$ cat src/hw/rtl/icrc_pkg.sv
// Shared constants, codes and control types of the IPv4 CIDR redirect classifier.
// No dependencies; imported by the interfaces, icrc_ctrl, icrc_dp and the top level.

package icrc_pkg;

  localparam int SRC_RULES = 32;
  localparam int DST_RULES = 32;
  localparam int QUEUES    = 64;

  localparam int FuncW       = 3;
  localparam int ByteW       = 8;
  localparam int QueueW      = 6;
  localparam int RuleIdxW    = 5;
  localparam int AddrW       = 32;
  localparam int CountW      = 6;
  localparam int SelW        = 3;
  localparam int ReasonW     = 2;
  localparam int CounterW    = 64;
  localparam int NumCounters = 5;
  localparam int CfgIdxW     = 1;
  localparam int PosW        = 6;
  localparam int EthTypeW    = 16;

  localparam int RuleW     = 2 * AddrW;
  localparam int SrcAw     = (SRC_RULES > 1) ? $clog2(SRC_RULES) : 1;
  localparam int DstAw     = (DST_RULES > 1) ? $clog2(DST_RULES) : 1;
  localparam int MaxRules  = (SRC_RULES > DST_RULES) ? SRC_RULES : DST_RULES;
  localparam int RuleCntW  = $clog2(MaxRules + 1);
  localparam int QueueAw   = (QUEUES > 1) ? $clog2(QUEUES) : 1;

  localparam logic [EthTypeW-1:0] EthIpv4 = 16'h0800;
  localparam logic [PosW-1:0] PosMax      = 6'd63;
  localparam logic [PosW-1:0] MinFrameLen = 6'd34;
  localparam logic [PosW-1:0] PosEthHi    = 6'd12;
  localparam logic [PosW-1:0] PosEthLo    = 6'd13;
  localparam logic [PosW-1:0] PosSrcFirst = 6'd26;
  localparam logic [PosW-1:0] PosSrcLast  = 6'd29;
  localparam logic [PosW-1:0] PosDstFirst = 6'd30;
  localparam logic [PosW-1:0] PosDstLast  = 6'd33;

  typedef enum logic [FuncW-1:0] {
    FN_FRAME_BYTE = 3'd0,
    FN_WR_SRC     = 3'd1,
    FN_WR_DST     = 3'd2,
    FN_BIND       = 3'd3,
    FN_READ_CNT   = 3'd4
  } func_e;

  typedef enum logic [ReasonW-1:0] {
    RSN_REDIRECT = 2'd0,
    RSN_NOT_IPV4 = 2'd1,
    RSN_NO_MATCH = 2'd2,
    RSN_UNBOUND  = 2'd3
  } reason_e;

  typedef enum logic [SelW-1:0] {
    CNT_TOTAL     = 3'd0,
    CNT_NOT_IPV4  = 3'd1,
    CNT_NO_MATCH  = 3'd2,
    CNT_NO_SOCKET = 3'd3,
    CNT_REDIRECT  = 3'd4
  } cnt_sel_e;

  typedef enum logic [1:0] {
    V_SHORT   = 2'd0,
    V_NOMATCH = 2'd1,
    V_MATCH   = 2'd2
  } verdict_e;

  typedef enum logic [CfgIdxW-1:0] {
    REG_SRC_COUNT = 1'b0,
    REG_DST_COUNT = 1'b1
  } reg_e;

  typedef enum logic {
    KIND_VERDICT = 1'b0,
    KIND_COUNTER = 1'b1
  } kind_e;

  typedef struct packed {
    logic     capture;
    logic     src_wr;
    logic     dst_wr;
    logic     bind_wr;
    logic     cnt_rd;
    logic     idx_clr;
    logic     idx_inc;
    logic     src_rd;
    logic     dst_rd;
    logic     verdict_ld;
    verdict_e verdict;
  } ctrl_cmd_t;

  typedef struct packed {
    logic out_free;
    logic frame_bad;
    logic src_empty;
    logic dst_empty;
    logic src_hit;
    logic dst_hit;
    logic src_last;
    logic dst_last;
  } dp_status_t;

  function automatic cnt_sel_e reason_to_cnt(reason_e r);
    cnt_sel_e c;
    case (r)
      RSN_REDIRECT: c = CNT_REDIRECT;
      RSN_NOT_IPV4: c = CNT_NOT_IPV4;
      RSN_NO_MATCH: c = CNT_NO_MATCH;
      RSN_UNBOUND:  c = CNT_NO_SOCKET;
      default:      c = CNT_NOT_IPV4;
    endcase
    return c;
  endfunction

endpackage

$ cat src/hw/rtl/icrc_ram.sv
// Generic single-write, single-read RAM with registered read data.
// No dependencies.

module icrc_ram #(
  parameter  int Width = 64,
  parameter  int Depth = 32,
  localparam int AddrW = (Depth > 1) ? $clog2(Depth) : 1
) (
  input  logic             clk_i,
  input  logic             wr_en_i,
  input  logic [AddrW-1:0] wr_addr_i,
  input  logic [Width-1:0] wr_data_i,
  input  logic             rd_en_i,
  input  logic [AddrW-1:0] rd_addr_i,
  output logic [Width-1:0] rd_data_o
);

  logic [Width-1:0] mem_q [Depth];
  logic [Width-1:0] rd_data_q;

  always_ff @(posedge clk_i) begin
    if (wr_en_i) begin
      mem_q[wr_addr_i] <= wr_data_i;
    end
    if (rd_en_i) begin
      rd_data_q <= mem_q[rd_addr_i];
    end
  end

  assign rd_data_o = rd_data_q;

endmodule

$ cat src/hw/rtl/icrc_dp.sv
// Datapath: header capture, rule RAMs and compare, queue bindings, event
// counters and the result register. Depends on icrc_pkg and icrc_ram.

module icrc_dp (
  input  logic                          clk_i,
  input  logic                          rst_ni,
  input  icrc_pkg::ctrl_cmd_t           cmd_i,
  output icrc_pkg::dp_status_t          sts_o,
  input  logic [icrc_pkg::ByteW-1:0]    data_byte_i,
  input  logic                          last_byte_i,
  input  logic [icrc_pkg::QueueW-1:0]   queue_index_i,
  input  logic [icrc_pkg::RuleIdxW-1:0] rule_index_i,
  input  logic [icrc_pkg::AddrW-1:0]    rule_net_i,
  input  logic [icrc_pkg::AddrW-1:0]    rule_mask_i,
  input  logic                          bind_flag_i,
  input  logic [icrc_pkg::SelW-1:0]     counter_select_i,
  input  logic                          cfg_we_i,
  input  logic [icrc_pkg::CfgIdxW-1:0]  cfg_index_i,
  input  logic [icrc_pkg::CountW-1:0]   cfg_data_i,
  input  logic                          out_ready_i,
  output logic                          out_valid_o,
  output logic                          result_kind_o,
  output logic                          redirect_o,
  output logic [icrc_pkg::QueueW-1:0]   redirect_queue_o,
  output logic [icrc_pkg::ReasonW-1:0]  reason_o,
  output logic [icrc_pkg::CounterW-1:0] counter_value_o
);
  import icrc_pkg::*;

  logic [CountW-1:0]   src_count_q, dst_count_q;
  logic [RuleCntW-1:0] src_eff, dst_eff;
  logic [RuleCntW-1:0] idx_q;

  logic [PosW-1:0]     pos_q, pos_inc;
  logic [EthTypeW-1:0] eth_q, eth_d;
  logic [AddrW-1:0]    src_q, src_d;
  logic [AddrW-1:0]    dst_q, dst_d;
  logic [QueueW-1:0]   frame_queue_q;
  logic                fq_bound_q;

  logic [QUEUES-1:0]   bound_q;
  logic [CounterW-1:0] cnt_q [NumCounters];

  logic [31:0]         rule_ext, queue_ext;
  logic [RuleW-1:0]    src_rd_data, dst_rd_data;
  logic [AddrW-1:0]    src_net, src_rmask, dst_net, dst_rmask;

  reason_e             reason;
  cnt_sel_e            cnt_idx;
  logic [CounterW-1:0] cnt_value;

  logic                out_valid_q;
  logic                kind_q, redirect_q;
  logic [QueueW-1:0]   rq_q;
  logic [ReasonW-1:0]  reason_q;
  logic [CounterW-1:0] value_q;

  // Configuration and effective rule counts
  always_ff @(posedge clk_i or negedge rst_ni) begin
    if (!rst_ni) begin
      src_count_q <= '0;
      dst_count_q <= '0;
    end else if (cfg_we_i) begin
      case (reg_e'(cfg_index_i))
        REG_SRC_COUNT: src_count_q <= cfg_data_i;
        REG_DST_COUNT: dst_count_q <= cfg_data_i;
        default:       ;
      endcase
    end
  end

  always_comb begin
    if (32'(src_count_q) > SRC_RULES) begin
      src_eff = RuleCntW'(SRC_RULES);
    end else begin
      src_eff = RuleCntW'(src_count_q);
    end
    if (32'(dst_count_q) > DST_RULES) begin
      dst_eff = RuleCntW'(DST_RULES);
    end else begin
      dst_eff = RuleCntW'(dst_count_q);
    end
  end

  // Header capture
  always_comb begin
    pos_inc = (pos_q == PosMax) ? PosMax : pos_q + 1'b1;
    eth_d   = eth_q;
    src_d   = src_q;
    dst_d   = dst_q;
    if (pos_q == PosEthHi || pos_q == PosEthLo) begin
      eth_d = {eth_q[EthTypeW-ByteW-1:0], data_byte_i};
    end else if (pos_q >= PosSrcFirst && pos_q <= PosSrcLast) begin
      src_d = {src_q[AddrW-ByteW-1:0], data_byte_i};
    end else if (pos_q >= PosDstFirst && pos_q <= PosDstLast) begin
      dst_d = {dst_q[AddrW-ByteW-1:0], data_byte_i};
    end
  end

  always_ff @(posedge clk_i or negedge rst_ni) begin
    if (!rst_ni) begin
      pos_q <= '0;
      eth_q <= '0;
      src_q <= '0;
      dst_q <= '0;
    end else if (cmd_i.capture) begin
      pos_q <= last_byte_i ? '0 : pos_inc;
      eth_q <= eth_d;
      src_q <= src_d;
      dst_q <= dst_d;
    end
  end

  // Latch the frame queue and its binding on the final byte
  always_ff @(posedge clk_i) begin
    if (cmd_i.capture && last_byte_i) begin
      frame_queue_q <= queue_index_i;
      fq_bound_q    <= (queue_ext < QUEUES) && bound_q[queue_ext[QueueAw-1:0]];
    end
  end

  // Rule tables
  assign rule_ext = 32'(rule_index_i);

  icrc_ram #(
    .Width (RuleW),
    .Depth (SRC_RULES)
  ) u_src_ram (
    .clk_i     (clk_i),
    .wr_en_i   (cmd_i.src_wr && (rule_ext < SRC_RULES)),
    .wr_addr_i (rule_ext[SrcAw-1:0]),
    .wr_data_i ({rule_net_i, rule_mask_i}),
    .rd_en_i   (cmd_i.src_rd),
    .rd_addr_i (idx_q[SrcAw-1:0]),
    .rd_data_o (src_rd_data)
  );

  icrc_ram #(
    .Width (RuleW),
    .Depth (DST_RULES)
  ) u_dst_ram (
    .clk_i     (clk_i),
    .wr_en_i   (cmd_i.dst_wr && (rule_ext < DST_RULES)),
    .wr_addr_i (rule_ext[DstAw-1:0]),
    .wr_data_i ({rule_net_i, rule_mask_i}),
    .rd_en_i   (cmd_i.dst_rd),
    .rd_addr_i (idx_q[DstAw-1:0]),
    .rd_data_o (dst_rd_data)
  );

  assign src_net   = src_rd_data[RuleW-1:AddrW];
  assign src_rmask = src_rd_data[AddrW-1:0];
  assign dst_net   = dst_rd_data[RuleW-1:AddrW];
  assign dst_rmask = dst_rd_data[AddrW-1:0];

  always_ff @(posedge clk_i or negedge rst_ni) begin
    if (!rst_ni) begin
      idx_q <= '0;
    end else if (cmd_i.idx_clr) begin
      idx_q <= '0;
    end else if (cmd_i.idx_inc) begin
      idx_q <= idx_q + 1'b1;
    end
  end

  // Queue bindings
  assign queue_ext = 32'(queue_index_i);

  always_ff @(posedge clk_i or negedge rst_ni) begin
    if (!rst_ni) begin
      bound_q <= '0;
    end else if (cmd_i.bind_wr && (queue_ext < QUEUES)) begin
      bound_q[queue_ext[QueueAw-1:0]] <= bind_flag_i;
    end
  end

  // Verdict and event counters
  always_comb begin
    case (cmd_i.verdict)
      V_SHORT:   reason = RSN_NOT_IPV4;
      V_NOMATCH: reason = RSN_NO_MATCH;
      V_MATCH:   reason = fq_bound_q ? RSN_REDIRECT : RSN_UNBOUND;
      default:   reason = RSN_NOT_IPV4;
    endcase
    cnt_idx = reason_to_cnt(reason);
  end

  always_ff @(posedge clk_i or negedge rst_ni) begin
    if (!rst_ni) begin
      for (int k = 0; k < NumCounters; k++) begin
        cnt_q[k] <= '0;
      end
    end else if (cmd_i.verdict_ld) begin
      for (int k = 0; k < NumCounters; k++) begin
        if (k == int'(CNT_TOTAL) || k == int'(cnt_idx)) begin
          cnt_q[k] <= cnt_q[k] + 1'b1;
        end
      end
    end
  end

  assign cnt_value = (int'(counter_select_i) < NumCounters) ? cnt_q[counter_select_i] : '0;

  // Result register
  always_ff @(posedge clk_i or negedge rst_ni) begin
    if (!rst_ni) begin
      out_valid_q <= 1'b0;
    end else if (cmd_i.verdict_ld || cmd_i.cnt_rd) begin
      out_valid_q <= 1'b1;
    end else if (out_ready_i) begin
      out_valid_q <= 1'b0;
    end
  end

  always_ff @(posedge clk_i) begin
    if (cmd_i.verdict_ld) begin
      kind_q     <= KIND_VERDICT;
      redirect_q <= (reason == RSN_REDIRECT);
      rq_q       <= (reason == RSN_REDIRECT) ? frame_queue_q : '0;
      reason_q   <= reason;
      value_q    <= '0;
    end else if (cmd_i.cnt_rd) begin
      kind_q     <= KIND_COUNTER;
      redirect_q <= 1'b0;
      rq_q       <= '0;
      reason_q   <= '0;
      value_q    <= cnt_value;
    end
  end

  assign out_valid_o      = out_valid_q;
  assign result_kind_o    = kind_q;
  assign redirect_o       = redirect_q;
  assign redirect_queue_o = rq_q;
  assign reason_o         = reason_q;
  assign counter_value_o  = value_q;

  // Status
  always_comb begin
    sts_o.out_free  = !out_valid_q || out_ready_i;
    sts_o.frame_bad = (pos_inc < MinFrameLen) || (eth_d != EthIpv4);
    sts_o.src_empty = (src_eff == '0);
    sts_o.dst_empty = (dst_eff == '0);
    sts_o.src_hit   = ((src_q & src_rmask) == (src_net & src_rmask));
    sts_o.dst_hit   = ((dst_q & dst_rmask) == (dst_net & dst_rmask));
    sts_o.src_last  = ((idx_q + 1'b1) == src_eff);
    sts_o.dst_last  = ((idx_q + 1'b1) == dst_eff);
  end

endmodule

$ cat config.mk
export PLATFORM = sky130hd
export DESIGN_NAME = icrc_dp
export DESIGN_NICKNAME = d
export VERILOG_FILES = /design/src/hw/rtl/icrc_pkg.sv /design/src/hw/rtl/icrc_ram.sv /design/src/hw/rtl/icrc_dp.sv
export SDC_FILE = /design/constraint.sdc
export NUM_CORES = 2
export LEC_CHECK = 0
export CAP_MARGIN = 20
export CORE_ASPECT_RATIO = 0.6
export CORE_MARGIN = 10
export CORE_UTILIZATION = 27
export CTS_CLUSTER_SIZE = 8
export DETAILED_ROUTE_END_ITERATION = 6
export DONT_BUFFER_PORTS = 1
export GPL_TIMING_DRIVEN = 0
export SLEW_MARGIN = 5
export SYNTH_ARGS = -nofsm -noshare
export SYNTH_HDL_FRONTEND = slang
export SYNTH_HIERARCHICAL = 1
export SYNTH_SLANG_ARGS = --single-unit
$ cat constraint.sdc
create_clock -name clk_i -period 5.1 [get_ports clk_i]
set_input_delay 0.765 -clock clk_i [delete_from_list [all_inputs] [get_ports clk_i]]
set_output_delay 0.765 -clock clk_i [all_outputs]
set_load 0.02 [all_outputs]
# Yosys cells after proc, flatten, opt, wreduce, memory -nomap -nowiden
# Memory sizes are Yosys's and may differ from the RTL's. A register that Yosys moved wholly into a read port is not among the register bits.
# Cells that the tools add are included.
dict set report classes {
  magnitude_cmp 13
  n_bitwise 8
  n_mux 32
  n_eq_ne 17
  addsub 7
  n_reduce_logical 27
}
# operator n
set ops {}
lappend ops {{adder 64 x 1 -> 64 bit (second input constant)} 5}
lappend ops {{binary-select mux 64 bit (select 3 bit)} 1}
lappend ops {{2-to-1 mux 64 bit} 3}
lappend ops {{AND 32 bit} 4}
lappend ops {{bitwise mux 64 bit} 1}
lappend ops {{== test 32 bit} 2}
lappend ops {{2-to-1 mux 6 bit} 9}
lappend ops {{2-to-1 mux 16 bit} 1}
lappend ops {{inequality test 16 x 12 -> 1 bit (second input constant)} 1}
lappend ops {{< comparator 6 x 7 -> 1 bit (second input constant)} 2}
lappend ops {{adder 6 x 1 -> 6 bit (second input constant)} 2}
lappend ops {{== test 6 x 4 -> 1 bit (second input constant)} 2}
lappend ops {{== test 6 bit} 2}
lappend ops {{greater-or-equal comparator 6 x 5 -> 1 bit (second input constant)} 2}
lappend ops {{> comparator 6 bit (second input constant)} 2}
lappend ops {{logical NOT 6 bit} 2}
lappend ops {{one-hot mux 3 bit (4 select lines)} 1}
lappend ops {{AND reduction 2 bit} 6}
lappend ops {{2-to-1 mux 1 bit} 10}
lappend ops {{== test 3 bit (first input constant)} 3}
lappend ops {{logical AND 1 bit} 8}
lappend ops {{binary-select mux 1 bit (select 6 bit)} 1}
lappend ops {{demux 1 bit (select 6 bit)} 1}
lappend ops {{== test 2 bit (second input constant)} 3}
lappend ops {{other kinds (20)} 30}
dict set report word_totals {
  ram_bits 4096
  mem_count 2
  wordCells 127
  out_inout_bits 83
  inputBits 111
  regBits 570
}
# name words word_bits rd rd_ports_with_merged_regs wr line_no
set memory_table {}
lappend memory_table {u_dst_ram.mem_q 32 64 1 1 1 icrc_ram.sv:18} ;# logic [Width-1:0] mem_q [Depth];
lappend memory_table {u_src_ram.mem_q 32 64 1 1 1 icrc_ram.sv:18}

# Longest topological paths before layout
dict set report depth {
  depth_word 6
  mapped_depth 9
  depth_no_buf 7
}

# Hierarchy
# Netlist, hierarchy kept.
# mod cells_each area_each_um2 instances seq_area_each_um2
set by_module_without_submodules {}
lappend by_module_without_submodules {{icrc_ram at u_src_ram} 3097 79605.1 1 63420.8}
lappend by_module_without_submodules {{icrc_ram at u_dst_ram} 3097 79592.6 1 63420.8}
lappend by_module_without_submodules {icrc_dp 2501 28343.4 1 14018.4}

# Worst setup path after synthesis
# OpenSTA, ideal clock, no wires.
dict set report synth_path {
  kind {in2reg}
  startpoint {input rule_index_i[1] in the netlist's numbering}
  endpoint {memory u_dst_ram.mem_q[12][0], enable pin}
  n_path_buf 1
  setup_slack_ns 0.513
  setup_time_ns 0.486
  required_ns 4.614
  arrival_ns 4.101
  cell_stages 3
  path_cell_list {or3b_2 clkbuf_1 nor2_1}
}
dict set report synth_between {
  elab_chain_len 4
}
# item line_no
set synth_lines {}
lappend synth_lines {{start, declared} icrc_dp.sv:12} ;# input logic [icrc_pkg::RuleIdxW-1:0] rule_index_i,
lappend synth_lines {{< comparator 5 x 6 -> 1 bit} icrc_dp.sv:143} ;# .wr_en_i (cmd_i.dst_wr && (rule_ext < DST_RULES)),
lappend synth_lines {{logical AND 1 bit} icrc_dp.sv:143}
lappend synth_lines {{2-to-1 mux 1 bit} icrc_ram.sv:22} ;# if (wr_en_i) begin
lappend synth_lines {{2-to-1 mux 1 bit (not written as such)} icrc_ram.sv:23} ;# mem_q[wr_addr_i] <= wr_data_i;
lappend synth_lines {{end, declared} icrc_ram.sv:18}
# Several ways; a longest one is shown, not always the timed one.

==> metrics.md <==
| Metric | Value |
|---|---|
| Rows | `237` |
| Clk slew on worst S/H paths | `0.06 ns` |
| Synthesized area | `0.188 mm^2` |
| Commonest non-fill, non-tap cell in the layout | `edfxtp_1` |
| Max-slew violations | `0` |
| Buf+Inv Stages, Crit Path | `4` |
| Die Ht | `666 um` |
| RD Place Congestion | `0.837` |
| # DRC | `0` |
| Die W | `1100 um` |
| Routed len/inst | `30.5 um` |
| Post-synth EDFFs | `4240` |
| Post-synth ARST share | `10.2%` |
| Core area | `0.693 mm^2` |
| Mapped Cells | `8695` |
| Drt pass-1 iters | `6` |
| Synth Warn # | `6` |
| Routed WL | `586000 um` |
| H-tree depth | `6` |
| Crit path cell chain | `clkbuf_1 > buf_2 > buf_2 > clkbuf_1 > mux4_2 > mux2i_1 > a221oi_1` |
| PD cells | `401 mW/mm^2` |
| Final setup violating endpoints | `1` |
| Status | `finished, violations left` |
| Delay-heaviest family, CP | `buffers and inverters` |
| Starting Density | `27.1%` |
| CP max stage cell | `a221oi_1` |
| Slew margin rel. | `17.7%` |
| Post-detail-place hpwl | `394000 um` |
| Clk_skew | `0.131 ns` |
| Final period util | `101%` |
| Grt ovf | `0` |
| CTS root buffer | `clkbuf_16` |
| Worst setup path category | `flop to flop` |
| Layout cell share with drive strength beyond 1 | `30.5%` |
| CTS tree | `yes` |
| Clk buf depth | `5` |
| TritonCTS Buffers | `687` |
| Clock Sinks | `4794` |
| Fmax | `0.195 GHz` |
| Initial antenna violation count | `30` |
| Clk_lat worst skew | `1.09 ns` |
| Main synth FF type | `edfxtp_1` |
| WP data required | `5.76 ns` |
| CP max stage delay | `0.91 ns` |
| Filler cells | `64.7k` |
| Worst Max-Slew Pin Slew | `1.23 ns` |
| Crit path DAT | `5.80 ns` |
| Worst-path maximum fanout | `10` |
| Leakage | `72.2 nW` |
| Setup TNS | `-0.0371 ns` |
| Initial drt markers | `16.2k` |
| Largest net degree at the start of global routing | `490` |
| Worst vdd ir | `0.299 mV` |
| Die area | `0.729 mm^2` |
| Final hold viol count | `0` |
| Worst setup SP type | `flop` |
| Max cap viols | `0` |
| Global-route wire length before repair | `805000 um` |
| Fin area | `0.227 mm^2` |
| Mapped Nets | `8820` |
| Setup crit end kind | `flop` |
| I/O Buffers | `0` |
| Most frequent cells in the layout | `edfxtp_1, mux4_2, clkbuf_16` |
| Register area share after synthesis | `75.1%` |
| Post-synthesis cell type count | `78` |
| Worst setup margin | `-0.0371 ns` |
| Min Clock Period, post-route | `5.14 ns` |
| Total GRT Usage | `15.6%` |
| Number of nets with antenna violations after routing | `0` |
| Failing checks | `setup timing` |
| Worst Hold Class | `input port to flop` |
| Avg Cell Area, Syn | `21.6 um^2` |
| Placed Area | `0.206 mm^2` |
| Unrepaired setup endpoints after global routing | `false` |
| Synth-to-layout area growth | `20.9%` |
| Synth Register Bits | `4794` |
| Number of global-route vias before repair | `95.5k` |
| Routed via count | `100k` |
| NumNets Final | `9915` |
| Drt via density | `5.21` |
| IO Count | `194` |
==> through the flow <==
step	hold slack [ns]	worst slack [ns]	util (%)	total power [mW]	cells
final	0.0719	-0.0371	32.7	90.9	19218
after global routing	0.0336	0.0258	32.7	93.7	19196
after CTS	-0.600	0.00285	32.7	91.4	19173
after detailed placement	0.452	0.354	29.6	49.6	18190
after global placement	0.456	-5.07	28.7	49.5	17896
after floorplan	0.436	0.513	-	47.7	8695
==> cells in the mapped netlist (23+ instances only) <==
cell	n	share of area (%)
edfxtp_1	4240	68
mux4_2	1280	15
dfrtp_1	489	6.5
mux2_2	311	1.9
nor2_1	288	0.58
xnor2_1	210	0.98
xor2_1	185	0.86
clkbuf_1	182	0.36
nand2_1	174	0.35
buf_2	149	0.40
nor3_1	144	0.38
nand4_1	124	0.41
nand3_1	120	0.32
a221oi_1	89	0.42
mux2i_1	87	0.46
dfxtp_1	65	0.69
inv_1	51	0.10
buf_1	46	0.092
nor4_1	42	0.14
a22oi_1	38	0.15
and3_1	36	0.12
buf_4	29	0.12
and2_1	26	0.087
o21ai_0	24	0.064
o22ai_1	23	0.077
==> worst register-to-register path, stage by stage (launching register included) <==
cell and delay, ns:
dfrtp_1 0.89, clkbuf_1 0.43, buf_2 0.70, buf_2 0.60, clkbuf_1 0.73, mux4_2 0.36
mux2i_1 0.17, a221oi_1 0.91
==> cell families after synthesis <==
family | share of synthesized area [%]
compound gates | 0.952
xor+xnor | 1.84
fa+ha+maj | 0.0934
buf+inv | 1.13
flops | 75.1
mux | 17.7
simple gates | 3.15
==> power breakdown <==
| group | leakage (nW) | switching (mW) | internal (mW) |
|---|---|---|---|
| logic | 17.7 | 3.28 | 2.32 |
| registers | 45.4 | 0.599 | 43.6 |
| clock network | 9.11 | 16.5 | 24.6 |
| total | 72.2 | 20.4 | 70.5 |
==> worst paths after layout <==
check                                      from                 endpoint  slack [ns]  cells past startpoint
worst max-delay path                   idx_q[2]  u_src_ram/rd_data_o[27]       -0.04                      7
max in group asynchronous                rst_ni                 pos_q[3]        2.81                      4
worst min register to register       cnt_q[319]               cnt_q[319]        0.46                      1
min in group asynchronous                rst_ni                cnt_q[29]        0.30                      2
worst max register to register         idx_q[2]  u_src_ram/rd_data_o[27]       -0.04                      7
worst min-delay path            rule_mask_i[30]  u_dst_ram/mem_q[17][30]        0.07                      1
==> area by class of cell <==
| cell class | count | area (um^2) | area share (%) |
|---|---|---|---|
| Antenna cell | 24 | 60.1 | 0.0265 |
| Inverter | 54 | 203 | 0.0894 |
| Timing Repair Buffer | 406 | 8330 | 3.67 |
| Buffer | 417 | 1950 | 0.859 |
| Tap cell | 9201 | 11500 | 5.08 |
| Multi-Input combinational cell | 3430 | 45100 | 19.9 |
| Sequential cell | 4794 | 141000 | 62.1 |
| Clock buffer | 853 | 18100 | 7.97 |
| Clock inverter | 39 | 734 | 0.324 |
==> metal layers <==
layer | global-route usage [%] | up-vias | wire [um]
met5 | 0 | - | 103
met4 | 2.95 | 10 | 9490
met3 | 7.74 | 709 | 99700
met2 | 19.0 | 6835 | 219000
met1 | 24.3 | 54161 | 258000
li1 | - | 38335 | -
==> what timing repair did <==
action	4_1_cts	5_1_grt
setup buffers	0	0
hold buffers	91	2
resized for setup	0	2
endpoints found under the setup margin	0	2
hold endpoints to repair	4766	364
==> flip-flops by register name, summed over array words and instances, names as in the netlist, 16 cells and up <==
signal	flops
bound_q	64
cnt_q	320
counter_value_o	64
dst_q	32
eth_q	16
src_q	32
u_dst_ram/mem_q	2048
u_dst_ram/rd_data_o	64
u_src_ram/mem_q	2048
u_src_ram/rd_data_o	64
Note: power is estimated with default switching activity, not from simulation.
