`config.mk`:
```
export PLATFORM = sky130hd
export DESIGN_NAME = icrc_ctrl
export DESIGN_NICKNAME = d
export VERILOG_FILES = /design/src/hw/rtl/icrc_pkg.sv /design/src/hw/rtl/icrc_ctrl.sv
export SDC_FILE = /design/constraint.sdc
export NUM_CORES = 1
export LEC_CHECK = 0
export ABC_AREA = 1
export BUFFER_PORTS_ARGS = -buffer_cell sky130_fd_sc_hd__buf_2
export CAP_MARGIN = 30
export CORE_AREA = 3 3 40 42
export CTS_BUF_LIST = sky130_fd_sc_hd__clkbuf_4 sky130_fd_sc_hd__clkbuf_8
export DETAILED_ROUTE_END_ITERATION = 10
export DIE_AREA = 0 0 43 45
export PLACE_DENSITY = 0.74
export RECOVER_POWER = 50
export SYNTH_ARGS = -nofsm -noshare
export SYNTH_HDL_FRONTEND = slang
export SYNTH_SLANG_ARGS = --single-unit
export TNS_END_PERCENT = 100
```
`constraint.sdc`:
```
create_clock -name clk_i -period 1.5 [get_ports clk_i]
set_input_delay 0.075 -clock clk_i [delete_from_list [all_inputs] [get_ports clk_i]]
set_output_delay 0.075 -clock clk_i [all_outputs]
set_load 0.05 [all_outputs]
```
`src/hw/rtl/icrc_pkg.sv`:
```
// Shared constants, codes and control types of the IPv4 CIDR redirect classifier.
// No dependencies; imported by the interfaces, icrc_ctrl, icrc_dp and the top level.

package icrc_pkg;

  localparam int SRC_RULES = 32;
  localparam int DST_RULES = 32;
  localparam int QUEUES    = 64;

  localparam int FuncW       = 3;
  localparam int ByteW       = 8;
  localparam int QueueW      = 6;
  localparam int RuleIdxW    = 5;
  localparam int AddrW       = 32;
  localparam int CountW      = 6;
  localparam int SelW        = 3;
  localparam int ReasonW     = 2;
  localparam int CounterW    = 64;
  localparam int NumCounters = 5;
  localparam int CfgIdxW     = 1;
  localparam int PosW        = 6;
  localparam int EthTypeW    = 16;

  localparam int RuleW     = 2 * AddrW;
  localparam int SrcAw     = (SRC_RULES > 1) ? $clog2(SRC_RULES) : 1;
  localparam int DstAw     = (DST_RULES > 1) ? $clog2(DST_RULES) : 1;
  localparam int MaxRules  = (SRC_RULES > DST_RULES) ? SRC_RULES : DST_RULES;
  localparam int RuleCntW  = $clog2(MaxRules + 1);
  localparam int QueueAw   = (QUEUES > 1) ? $clog2(QUEUES) : 1;

  localparam logic [EthTypeW-1:0] EthIpv4 = 16'h0800;
  localparam logic [PosW-1:0] PosMax      = 6'd63;
  localparam logic [PosW-1:0] MinFrameLen = 6'd34;
  localparam logic [PosW-1:0] PosEthHi    = 6'd12;
  localparam logic [PosW-1:0] PosEthLo    = 6'd13;
  localparam logic [PosW-1:0] PosSrcFirst = 6'd26;
  localparam logic [PosW-1:0] PosSrcLast  = 6'd29;
  localparam logic [PosW-1:0] PosDstFirst = 6'd30;
  localparam logic [PosW-1:0] PosDstLast  = 6'd33;

  typedef enum logic [FuncW-1:0] {
    FN_FRAME_BYTE = 3'd0,
    FN_WR_SRC     = 3'd1,
    FN_WR_DST     = 3'd2,
    FN_BIND       = 3'd3,
    FN_READ_CNT   = 3'd4
  } func_e;

  typedef enum logic [ReasonW-1:0] {
    RSN_REDIRECT = 2'd0,
    RSN_NOT_IPV4 = 2'd1,
    RSN_NO_MATCH = 2'd2,
    RSN_UNBOUND  = 2'd3
  } reason_e;

  typedef enum logic [SelW-1:0] {
    CNT_TOTAL     = 3'd0,
    CNT_NOT_IPV4  = 3'd1,
    CNT_NO_MATCH  = 3'd2,
    CNT_NO_SOCKET = 3'd3,
    CNT_REDIRECT  = 3'd4
  } cnt_sel_e;

  typedef enum logic [1:0] {
    V_SHORT   = 2'd0,
    V_NOMATCH = 2'd1,
    V_MATCH   = 2'd2
  } verdict_e;

  typedef enum logic [CfgIdxW-1:0] {
    REG_SRC_COUNT = 1'b0,
    REG_DST_COUNT = 1'b1
  } reg_e;

  typedef enum logic {
    KIND_VERDICT = 1'b0,
    KIND_COUNTER = 1'b1
  } kind_e;

  typedef struct packed {
    logic     capture;
    logic     src_wr;
    logic     dst_wr;
    logic     bind_wr;
    logic     cnt_rd;
    logic     idx_clr;
    logic     idx_inc;
    logic     src_rd;
    logic     dst_rd;
    logic     verdict_ld;
    verdict_e verdict;
  } ctrl_cmd_t;

  typedef struct packed {
    logic out_free;
    logic frame_bad;
    logic src_empty;
    logic dst_empty;
    logic src_hit;
    logic dst_hit;
    logic src_last;
    logic dst_last;
  } dp_status_t;

  function automatic cnt_sel_e reason_to_cnt(reason_e r);
    cnt_sel_e c;
    case (r)
      RSN_REDIRECT: c = CNT_REDIRECT;
      RSN_NOT_IPV4: c = CNT_NOT_IPV4;
      RSN_NO_MATCH: c = CNT_NO_MATCH;
      RSN_UNBOUND:  c = CNT_NO_SOCKET;
      default:      c = CNT_NOT_IPV4;
    endcase
    return c;
  endfunction

endpackage

```
`src/hw/rtl/icrc_ctrl.sv`:
```
// Controller: decodes input words, sequences the rule scans and the verdict.
// Depends on icrc_pkg; drives icrc_dp through ctrl_cmd_t.

module icrc_ctrl (
  input  logic                   clk_i,
  input  logic                   rst_ni,
  input  logic                   in_valid_i,
  output logic                   in_ready_o,
  input  icrc_pkg::func_e        func_i,
  input  logic                   last_i,
  input  icrc_pkg::dp_status_t   sts_i,
  output icrc_pkg::ctrl_cmd_t    cmd_o
);
  import icrc_pkg::*;

  typedef enum logic [2:0] {
    ST_IDLE,
    ST_SRC_RD,
    ST_SRC_CMP,
    ST_DST_RD,
    ST_DST_CMP,
    ST_VERDICT
  } state_e;

  state_e state_q, state_d;
  logic   match_q, match_d;
  logic   accept;

  assign in_ready_o = (state_q == ST_IDLE) && sts_i.out_free;
  assign accept     = in_valid_i && in_ready_o;

  always_comb begin
    state_d = state_q;
    match_d = match_q;
    cmd_o   = '0;
    cmd_o.verdict = V_SHORT;
    case (state_q)
      ST_IDLE: begin
        if (accept) begin
          case (func_i)
            FN_FRAME_BYTE: begin
              cmd_o.capture = 1'b1;
              if (last_i) begin
                if (sts_i.frame_bad) begin
                  cmd_o.verdict_ld = 1'b1;
                  cmd_o.verdict    = V_SHORT;
                end else begin
                  cmd_o.idx_clr = 1'b1;
                  if (!sts_i.src_empty) begin
                    state_d = ST_SRC_RD;
                  end else if (!sts_i.dst_empty) begin
                    state_d = ST_DST_RD;
                  end else begin
                    match_d = 1'b1;
                    state_d = ST_VERDICT;
                  end
                end
              end
            end
            FN_WR_SRC:   cmd_o.src_wr  = 1'b1;
            FN_WR_DST:   cmd_o.dst_wr  = 1'b1;
            FN_BIND:     cmd_o.bind_wr = 1'b1;
            FN_READ_CNT: cmd_o.cnt_rd  = 1'b1;
            default:     ;
          endcase
        end
      end
      ST_SRC_RD: begin
        cmd_o.src_rd = 1'b1;
        state_d      = ST_SRC_CMP;
      end
      ST_SRC_CMP: begin
        if (sts_i.src_hit) begin
          cmd_o.idx_clr = 1'b1;
          if (sts_i.dst_empty) begin
            match_d = 1'b1;
            state_d = ST_VERDICT;
          end else begin
            state_d = ST_DST_RD;
          end
        end else if (sts_i.src_last) begin
          match_d = 1'b0;
          state_d = ST_VERDICT;
        end else begin
          cmd_o.idx_inc = 1'b1;
          state_d       = ST_SRC_RD;
        end
      end
      ST_DST_RD: begin
        cmd_o.dst_rd = 1'b1;
        state_d      = ST_DST_CMP;
      end
      ST_DST_CMP: begin
        if (sts_i.dst_hit) begin
          match_d = 1'b1;
          state_d = ST_VERDICT;
        end else if (sts_i.dst_last) begin
          match_d = 1'b0;
          state_d = ST_VERDICT;
        end else begin
          cmd_o.idx_inc = 1'b1;
          state_d       = ST_DST_RD;
        end
      end
      ST_VERDICT: begin
        if (sts_i.out_free) begin
          cmd_o.verdict_ld = 1'b1;
          cmd_o.verdict    = match_q ? V_MATCH : V_NOMATCH;
          state_d          = ST_IDLE;
        end
      end
      default: state_d = ST_IDLE;
    endcase
  end

  always_ff @(posedge clk_i or negedge rst_ni) begin
    if (!rst_ni) begin
      state_q <= ST_IDLE;
      match_q <= 1'b0;
    end else begin
      state_q <= state_d;
      match_q <= match_d;
    end
  end

endmodule

```
After elaboration in Yosys (flattened, before gate mapping):

Index checks and enable logic that the tools add are counted.

* multiplexer cells: 49
* eq/ne operators: 17
* reductions and logical operators: 7

Operators by type and width (count)
* two-way mux 3 bit: 16
* two-way mux 1 bit: 25
* case mux 3 bit (6 select lines): 1
* == test 3 x 2 -> 1 bit, second input constant: 4
* inequality test 2 bit, second input constant: 5
* == test 3 bit, second input constant: 3
* AND reduction 8 bit: 1
* == test 3 x 1 -> 1 bit, second input constant: 2
* zero test 3 bit: 2
* two-way mux 6 bit: 1
* inequality test 3 bit, second input constant: 2
* case mux 3 bit (2 select lines): 1
* two-way mux 5 bit: 1
* AND reduction 5 bit: 1
* case mux 1 bit (2 select lines): 2
* case mux 1 bit (3 select lines): 1
* nonzero test 3 bit: 1
* logical AND 1 bit: 2
* two-way mux 2 bit: 1
* inequality test 2 x 1 -> 1 bit, second input constant: 1

* bits in registers: 4

Logic depth before layout (Yosys ltp):

Gate-level depths: netlist (run 1).

* word-level depth: 7
* gate-level depth with buffers: 10

Worst setup path after synthesis (run 1):

Ideal clock, no wire load.

* path kind: register to output
* start: reg state_q[1]
* end: out cmd_o[10] (netlist bit)
* path buffers: 1
* cell stages (with the launch flop): 7
* setup slack: -1194 ps
* data arrival time: 2619 ps
* path through: dfrtp_1 > buf_6 > nor2_4 > nand2_4 > nor2_4 > nand2_4 > nor4_1

RTL lines
* start: declaration: line icrc_ctrl.sv:25 `state_e state_q, state_d;`
* start signal: assignment: line icrc_ctrl.sv:121 `state_q <= state_d;`
* end: declaration: line icrc_ctrl.sv:12 `output icrc_pkg::ctrl_cmd_t cmd_o`

==> results of run 1 <==
cells in the mapped netlist:
library cell	instances
a21oi_1	3
nand4_1	2
nor2_4	3
nor2_1	13
o22ai_1	1
buf_6	1
nor3_1	1
o21ai_0	2
nand2_1	26
nand2_4	2
buf_4	1
inv_1	20
o21ai_2	1
nand3_1	17
nor4_1	4
nand2_2	1
nand3b_1	1
dfrtp_1	4
critical path, cell delays in order, from the launching register on:
cell and delay [ps]:
dfrtp_1 400, nor2_4 140, nand2_4 70, nor2_4 120, nand2_4 90, nor2_4 130
nand2_2 80, o21ai_4 140, buf_6 170
per-layer routing:
metal  track usage  vias up  part of all wire  wire length (µm)
met2         0.344       37              0.50               979
met5             0        -                 0                 0
met4        0.0843        0             0.011                22
met3        0.0478        4             0.062               122
met1         0.277      364              0.43               835
li1              -      418                 -                 -
final cells by class:
cell class | instances | area, µm² | share of cell area
Multi-Input combinational cell | 77 | 482 | 0.487
Timing Repair Buffer | 40 | 292 | 0.295
Sequential cell | 4 | 100 | 0.101
Inverter | 20 | 75.1 | 0.0759
Clock buffer | 3 | 22.5 | 0.0228
Tap cell | 15 | 18.8 | 0.0190
power breakdown:
group / internal [mW] / switching [mW]
clock: 0.0901 / 0.0541
sequential: 0.117 / 0.00928
combinational: 0.0602 / 0.105
cells in the final DEF, fill, tap and decap left out:
master	instances
nand2_1	25
inv_1	20
nand3_1	17
buf_2	15
buf_4	15
nor2_1	8
buf_6	8
nor2_2	5
nor4_4	4
dfrtp_1	4
nor2_4	3
clkbuf_4	3
nand2_2	2
nand2_4	2
o21ai_4	2
a21oi_1	2
nand4_1	2
nor3_1	1
a21oi_2	1
o21ai_0	1
nand3b_1	1
o22ai_1	1
dlygate4sd3_1	1
clkbuf_1	1
flip-flops by register name, indices dropped and copies added (netlist names):
signal / cells
match_q: 1
state_q: 3
what timing repair did:
action / CTS / global route
resized for setup: 17 / 10
endpoints found under the setup margin: 10 / 12
hold buffers: 1 / 0
pin swaps: 1 / 2
hold endpoints to repair: 4 / 0
gates cloned: 0 / 0
buffers inserted: 2 / 4
final timing paths:
path,depth (start not counted),end
max,8,cmd_o[2]
min,4,state_q[1]
max reg2reg,10,match_q
min reg2reg,2,match_q
max in group asynchronous,2,match_q
min in group asynchronous,2,state_q[1]
kinds of logic after synthesis:
logic type             after synthesis  share of synthesized area
AOI/OAI and AO/OA                    7                     0.0693
DFF                                  4                      0.173
and+or+nand+nor                     70                      0.595
buffers and inverters               22                      0.162
==> results.yml, run 1 <==
timing:
  min_period_over_period: 1.11
  rsz0062_at_grt: "yes"
  tns_ps: -669
  slew_headroom: 0.837
  hold_viol: 0
  min_period_ps: 1670
  fmax_mhz: 600
  worst_slack_ps: -167
  tightest_slew_ps: 246
  hold_ws_ps: 157
  slew_violations: 0
  setup-violations-final: 6
  finClkSkew_ps: 11.8
yosys:
  yosysTopAreaCell: "dfrtp_1"
  yosysWarnings: 0
  netlist.area_leader.share: 0.173
  seq_area_frac_synth: 0.173
  synth_nets: 118
  synth_area_um2: 578
  ys_ff_latch: 4
  avgSynthCellArea_um2: 5.61
  syn_inst: 103
  synth_area_leaders: "dfrtp_1 (17%), nand2_1 (17%), nand3_1 (15%)"
  synth_cell_types: 18
critical_path:
  crit_arrival_ps: 1590
  critPathRequiredTime_ps: 1420
  cp-end-kind: "output port"
  r2r-start: "state_q[1]"
  path_class: "reg -> out"
  critPathMaxFanout: 5
  critical_path.startpoint: "state_q[0]"
  start_kind: "flop"
  r2r_slack_ps: 130
global_route:
  grt.overflow.total: 0
  grt_antenna_before_repair: 0
  grt_pass1_wl_mm: 3.10
  grt_pass1_vias: 726
  grt_usage: 0.213
  grt_start_max_net_pins: 9
floorplanning:
  io_pins: 28
  initial_core_util: 0.450
  die_area_mm2: 0.00194
  die_w_um: 43
  rows: 13
  core_mm2: 0.00128
  die_y_um: 45
run_status:
  violations: "setup timing"
  status: "complete, but fails checks"
placement:
  preCtsSetupSlack_ps: 6.66
  io_buffers: 27
  gp_congestion: 0.845
  place_inst: 149
  post_dp_cell_area_um2: 837
  dp_hpwl_mm: 1.47
finish:
  utilization: 0.770
  fillers: 110
  drive_gt1_frac: 0.417
  final_cell_area_um2: 990
  stdcell_count: 159
  fin_nets: 161
  antenna_cells: 0
  area_growth_pct: 71.2
routing:
  drt_iter0_markers: 31
  wl_mm: 1.96
  num_vias: 823
  route.detailed.drc: 0
  postRouteAntennaNets: 0
  routed_via_density: 5.18
  wire_per_inst_um: 12.3
  first_pass_iters: 4
clock_network:
  insertion_delay_ps: 250
  clkSinkCount: 4
  cts.htree.levels: 1
  clk_pin_slew_ps: 40
  clock_path_buffers: 2
  cts_buffers: 3
  cts_tree: "done"
  cts_root_buf: "clkbuf_4"
power:
  power.total_mw: 0.435
  leakage_nw: 0.547
  powerDensity_mw_per_mm2: 440
  ir_drop_uv: 509
worst_hold_path:
  hold_class: "in -> reg"
  holdCritStartpoint: "sts_i[4]"
run:
  drv_cap: 0
Power figures use the tool's default switching activity.
==> run 2: changes to the inputs <==
--- a/config.mk
+++ b/config.mk
@@ -5,14 +5,13 @@
 export SDC_FILE = /design/constraint.sdc
 export NUM_CORES = 1
 export LEC_CHECK = 0
-export ABC_AREA = 1
 export BUFFER_PORTS_ARGS = -buffer_cell sky130_fd_sc_hd__buf_2
 export CAP_MARGIN = 30
 export CORE_AREA = 3 3 40 42
 export CTS_BUF_LIST = sky130_fd_sc_hd__clkbuf_4 sky130_fd_sc_hd__clkbuf_8
 export DETAILED_ROUTE_END_ITERATION = 10
 export DIE_AREA = 0 0 43 45
-export PLACE_DENSITY = 0.74
+export PLACE_DENSITY = 0.67
 export RECOVER_POWER = 50
 export SYNTH_ARGS = -nofsm -noshare
 export SYNTH_HDL_FRONTEND = slang
==> results.yml, run 2 <==
timing:
  finClkSkew_ps: 0.994
  min_period_ps: 1770
  hold_ws_ps: 202
  fmax_mhz: 564
  worst_slack_ps: -274
  hold_viol: 0
  rsz0062_at_grt: "yes"
  min_period_over_period: 1.18
  slew_headroom: 0.761
  slew_violations: 0
  tightest_slew_ps: 357
  setup-violations-final: 8
critical_path:
  slowest_delay_ps: 390
  rr_worst_depth: 5
  cp_slowest_cell: "or3_4"
  cp-end-kind: "output port"
  critPathMaxFanout: 5
  path_class: "reg -> out"
  start_kind: "flop"
  cp_cell_sequence: "or3_4 -> and2b_2 -> buf_12 -> and3_4 -> buf_8"
  crit_arrival_ps: 1700
  critPathRequiredTime_ps: 1420
yosys:
  synth_cell_types: 33
  seq_area_frac_synth: 0.205
  ys_ff_latch: 4
  synth.most_common_cell: "nor2_1"
  synth_edf_count: 0
  yosysWarnings: 0
  async_reset_ff_frac: 1.00
  synth_nets: 82
  syn_inst: 67
  synth_area_um2: 488
  synthTopCellsByCount: "nor2_1 (8), nand2_1 (7), o21ai_0 (5), dfrtp_1 (4), nor3b_1 (4)"
  synth_area_leaders: "dfrtp_1 (21%), nor2_1 (6.2%), nor3b_1 (6.2%)"
  netlist.area_leader.share: 0.205
  synth_flop_cell: "dfrtp_1"
  yosysTopAreaCell: "dfrtp_1"
  avgSynthCellArea_um2: 7.28
clock_network:
  cts.htree.levels: 1
  cts_setup_buffers: 0
  cts_root_buf: "clkbuf_4"
  insertion_delay_ps: 230
  clock_path_buffers: 2
  clk_pin_slew_ps: 40
  cts_buffers: 3
  cts_tree: "done"
  clkSinkCount: 4
floorplanning:
  die_y_um: 45
  die_w_um: 43
  rows: 13
  io_pins: 28
  initial_core_util: 0.380
  core_mm2: 0.00128
  die_area_mm2: 0.00194
finish:
  largest_reg_flops: 3
  regMostFlops: "state_q"
  antenna_cells: 0
  drive_gt1_frac: 0.563
  final_common_cell: "buf_2"
  layout_common_cells: "buf_2 (13), buf_4 (8), clkbuf_4 (6), buf_6 (6), o21ai_0 (5)"
  fin_nets: 120
  final_cell_area_um2: 942
  area_growth_pct: 93.1
  utilization: 0.733
  fillers: 104
  top_regs: "state_q: 3 flops, match_q: 1 flops"
power:
  ir_drop_uv: 968
  leakage_nw: 0.424
  powerDensity_mw_per_mm2: 1350
worst_hold_path:
  hold_class: "in -> async"
global_route:
  grt.overflow.total: 0
  grt_antenna_before_repair: 0
  grt_pass1_vias: 664
  grt_usage: 0.196
  grt_pass1_wl_mm: 2.86
  grt_start_max_net_pins: 17
routing:
  first_pass_iters: 6
  wl_mm: 1.67
  num_vias: 667
  postRouteAntennaNets: 0
  drt_iter0_markers: 22
  wire_per_inst_um: 14.2
  routed_via_density: 5.65
  route.detailed.drc: 0
run_status:
  status: "complete, but fails checks"
  violations: "setup timing"
run:
  drv_cap: 0
placement:
  dp_hpwl_mm: 1.19
  post_dp_cell_area_um2: 771
  gp_congestion: 0.836
  io_buffers: 27
run 2: cell count changes after synthesis, moves of 4 or more:
cell / change
inv_1: -18
nor3b_1: +4
nor2_1: -5
nand3_1: -16
nand2_1: -19
run 2: critical path, delay by kind of cell (launching register included):
kind / cells / cell delay (ps)
DFF: 1 / 370
buffers and inverters: 2 / 270
and+or+nand+nor: 3 / 840
run 2: cell families after synthesis:
logic type,Yosys count,synth area share
compound gates,17,0.228
buf+inv,6,0.0641
simple gates,38,0.459
flops,4,0.205
mux,2,0.0436
run 2: metal layers:
layer  vias up  track usage  wire length, µm
met1       312        0.240              678
met3         8       0.0319               68
met4         0        0.120               70
met5         -            0                0
met2        23        0.323              853
li1        324            -                -
run 2: worst paths after layout:
kind,slack [ps],end,start
setup / recovery,-270,cmd_o[8],state_q[2]
setup reg to reg,-100,match_q,state_q[2]
hold / removal,200,match_q,rst_ni
min in group clk_i,240,state_q[1],sts_i[4]
max in group asynchronous,1130,state_q[2],rst_ni
hold reg to reg,630,match_q,match_q
run 2: layout make-up:
class                           count  area, µm²  area share
Sequential cell                     4        100       0.106
Inverter                            2       7.51     0.00797
Tap cell                           15       18.8      0.0199
Timing Repair Buffer               37        309       0.328
Multi-Input combinational cell     57        484       0.514
Clock buffer                        3       22.5      0.0239
run 2: stage by stage:
step	setup WS, ps	power (mW)	std cells	setup TNS [ps]
floorplan	-423	0.794	67	-781
global placement	-90.6	1.03	114	-471
detailed placement	-98.3	1.03	114	-494
CTS	-267	1.23	118	-1700
global route	-339	1.37	118	-2450
finish	-274	1.28	118	-1780
run 2: power by group:
part           total (mW)  internal [mW]  switching [mW]
Combinational       0.959          0.415           0.543
Sequential          0.189          0.152          0.0362
Clock               0.128         0.0892          0.0390
Total                1.28          0.657           0.619
run 2: what timing repair did:
item | CTS | global route
setup endpoints to repair | 12 | 15
gates cloned | 0 | 0
pin swaps | 3 | 2
hold buffers | 1 | 0
gates resized for setup | 30 | 9
endpoints found under the hold margin | 4 | 0
==> run 3: changes to the inputs <==
--- a/config.mk
+++ b/config.mk
@@ -7,12 +7,13 @@
 export LEC_CHECK = 0
 export BUFFER_PORTS_ARGS = -buffer_cell sky130_fd_sc_hd__buf_2
 export CAP_MARGIN = 30
-export CORE_AREA = 3 3 40 42
+export CORE_MARGIN = 3
+export CORE_UTILIZATION = 35
 export CTS_BUF_LIST = sky130_fd_sc_hd__clkbuf_4 sky130_fd_sc_hd__clkbuf_8
 export DETAILED_ROUTE_END_ITERATION = 10
-export DIE_AREA = 0 0 43 45
-export PLACE_DENSITY = 0.67
+export PLACE_DENSITY = 0.64
 export RECOVER_POWER = 50
+export SKIP_LAST_GASP = 1
 export SYNTH_ARGS = -nofsm -noshare
 export SYNTH_HDL_FRONTEND = slang
 export SYNTH_SLANG_ARGS = --single-unit
==> constraint.sdc (replaced) <==
create_clock -name clk_i -period 1.9 [get_ports clk_i]
set_input_delay 0.095 -clock clk_i [delete_from_list [all_inputs] [get_ports clk_i]]
set_output_delay 0.095 -clock clk_i [all_outputs]
set_load 0.05 [all_outputs]
==> results.yml, run 3 (same netlist as run 2, synthesis figures left out) <==
timing:
  rsz0062_at_grt: "yes"
  min_period_over_period: 0.969
  min_period_ps: 1840
  tns_ps: 0
  worst_slack_ps: 59.2
  finClkSkew_ps: 5.76
  slew_headroom: 0.725
  setup-violations-final: 0
  tightest_slew_ps: 411
  hold_viol: 0
  hold_ws_ps: 211
  fmax_mhz: 543
  slew_violations: 0
run_status:
  status: "finished, final reports clean"
routing:
  postRouteAntennaNets: 0
  drt_iter0_markers: 12
  routed_via_density: 5.44
  wire_per_inst_um: 13.4
  num_vias: 615
  route.detailed.drc: 0
  first_pass_iters: 5
  wl_mm: 1.52
worst_hold_path:
  hold_class: "in -> async"
power:
  leakage_nw: 0.352
  p_sw_frac: 0.510
  p_comb_frac: 0.696
  ir_drop_uv: 786
  power.total_mw: 0.866
  pwr-share-clk: 0.124
  powerDensity_mw_per_mm2: 1200
  seqPwrFrac: 0.180
  internal_power_mw: 0.425
  p_sw_mw: 0.441
critical_path:
  cp_num_buf_inv: 1
  critPathRequiredTime_ps: 1800
  critical_path.startpoint: "state_q[1]"
  cp.depth: 5
  r2r_slack_ps: 280
  slowest_delay_ps: 430
  critPathTopFamily: "simple AND/OR/NAND/NOR gates"
  start_kind: "flop"
  rr_worst_depth: 5
  cp_slowest_cell: "dfrtp_2"
  r2r-end: "match_q"
  cp-end-kind: "output port"
  critPathMaxFanout: 6
  path_class: "reg -> out"
  crit_arrival_ps: 1750
  r2r-start: "state_q[1]"
  cp_cell_sequence: "or3_4 -> and2b_2 -> nand2_1 -> o31ai_2 -> buf_2"
clock_network:
  cts_buffers: 3
  cts.htree.levels: 1
  clock_path_buffers: 2
  cts_setup_buffers: 0
  insertion_delay_ps: 240
  clk_pin_slew_ps: 40
  clkSinkCount: 4
  cts_tree: "done"
  cts_root_buf: "clkbuf_4"
placement:
  post_dp_cell_area_um2: 681
  io_buffers: 27
  preCtsSetupSlack_ps: 203
  dp_hpwl_mm: 1.14
  place_inst: 109
  gp_congestion: 0.774
floorplanning:
  core_mm2: 0.00120
  io_pins: 28
  initial_core_util: 0.406
  die_area_mm2: 0.00188
  rows: 12
  die_y_um: 43.3
  die_w_um: 43.3
finish:
  final_common_cell: "buf_2"
  largest_reg_flops: 3
  regMostFlops: "state_q"
  fin_nets: 116
  layout_common_cells: "buf_2 (23), nor2_1 (7), nand2_1 (7)"
  drive_gt1_frac: 0.444
  top_regs: "state_q: 3 flops, match_q: 1 flops"
  fillers: 129
  final_cell_area_um2: 724
  antenna_cells: 0
  stdcell_count: 113
  utilization: 0.603
  area_growth_pct: 48.5
global_route:
  grt_start_max_net_pins: 17
  grt_pass1_vias: 571
  grt_antenna_before_repair: 0
  grt.overflow.total: 0
  grt_usage: 0.169
  grt_pass1_wl_mm: 2.44
run:
  drv_cap: 0
## run 3: changes by cell type in the layout (fill, tap and decap cells not counted), sizes merged
cell / change
clkbuf: -1
buf: -3
## run 3: worst max path at each step
stage / slack, ps / to
after floorplan: -40 / cmd_o[7]
after global placement: 230 / cmd_o[2]
after detailed placement: 200 / cmd_o[2]
after CTS: 10 / cmd_o[2]
after global routing: -30 / cmd_o[2]
final: 60 / cmd_o[6]
## run 3: what timing repair did
item	CTS	global route
endpoints found under the hold margin	4	0
hold buffers	1	0
setup endpoints to repair	1	5
pin swaps	0	2
gates resized for setup	2	3
## run 3: layout make-up
| type | instances | area [µm²] | share of cell area |
|---|---|---|---|
| clock buffers | 3 | 22.5 | 0.0311 |
| inverters | 2 | 7.51 | 0.0104 |
| multi-input cells | 57 | 383 | 0.528 |
| flip-flops and latches | 4 | 101 | 0.140 |
| well taps | 14 | 17.5 | 0.0242 |
| repair buffers | 33 | 193 | 0.266 |
## run 3: routing by layer
layer | vias up | track usage | share of wire
li1 | 316 | - | -
met1 | 275 | 0.235 | 0.49
met2 | 24 | 0.254 | 0.44
met3 | 0 | 0.0539 | 0.075
met4 | 0 | 0.0361 | 0
met5 | - | 0 | 0
## run 3: power by group through the flow
| stage | clock network, mW | registers, mW | logic, mW |
|---|---|---|---|
| 4_1_cts | 0.113 | 0.152 | 0.596 |
| 3_5_place_dp | 0 | 0.154 | 0.586 |
| 3_3_place_gp | 0 | 0.153 | 0.585 |
| 5_1_grt | 0.125 | 0.159 | 0.646 |
| 2_1_floorplan | 0 | 0.147 | 0.441 |
| 6_report | 0.107 | 0.156 | 0.603 |
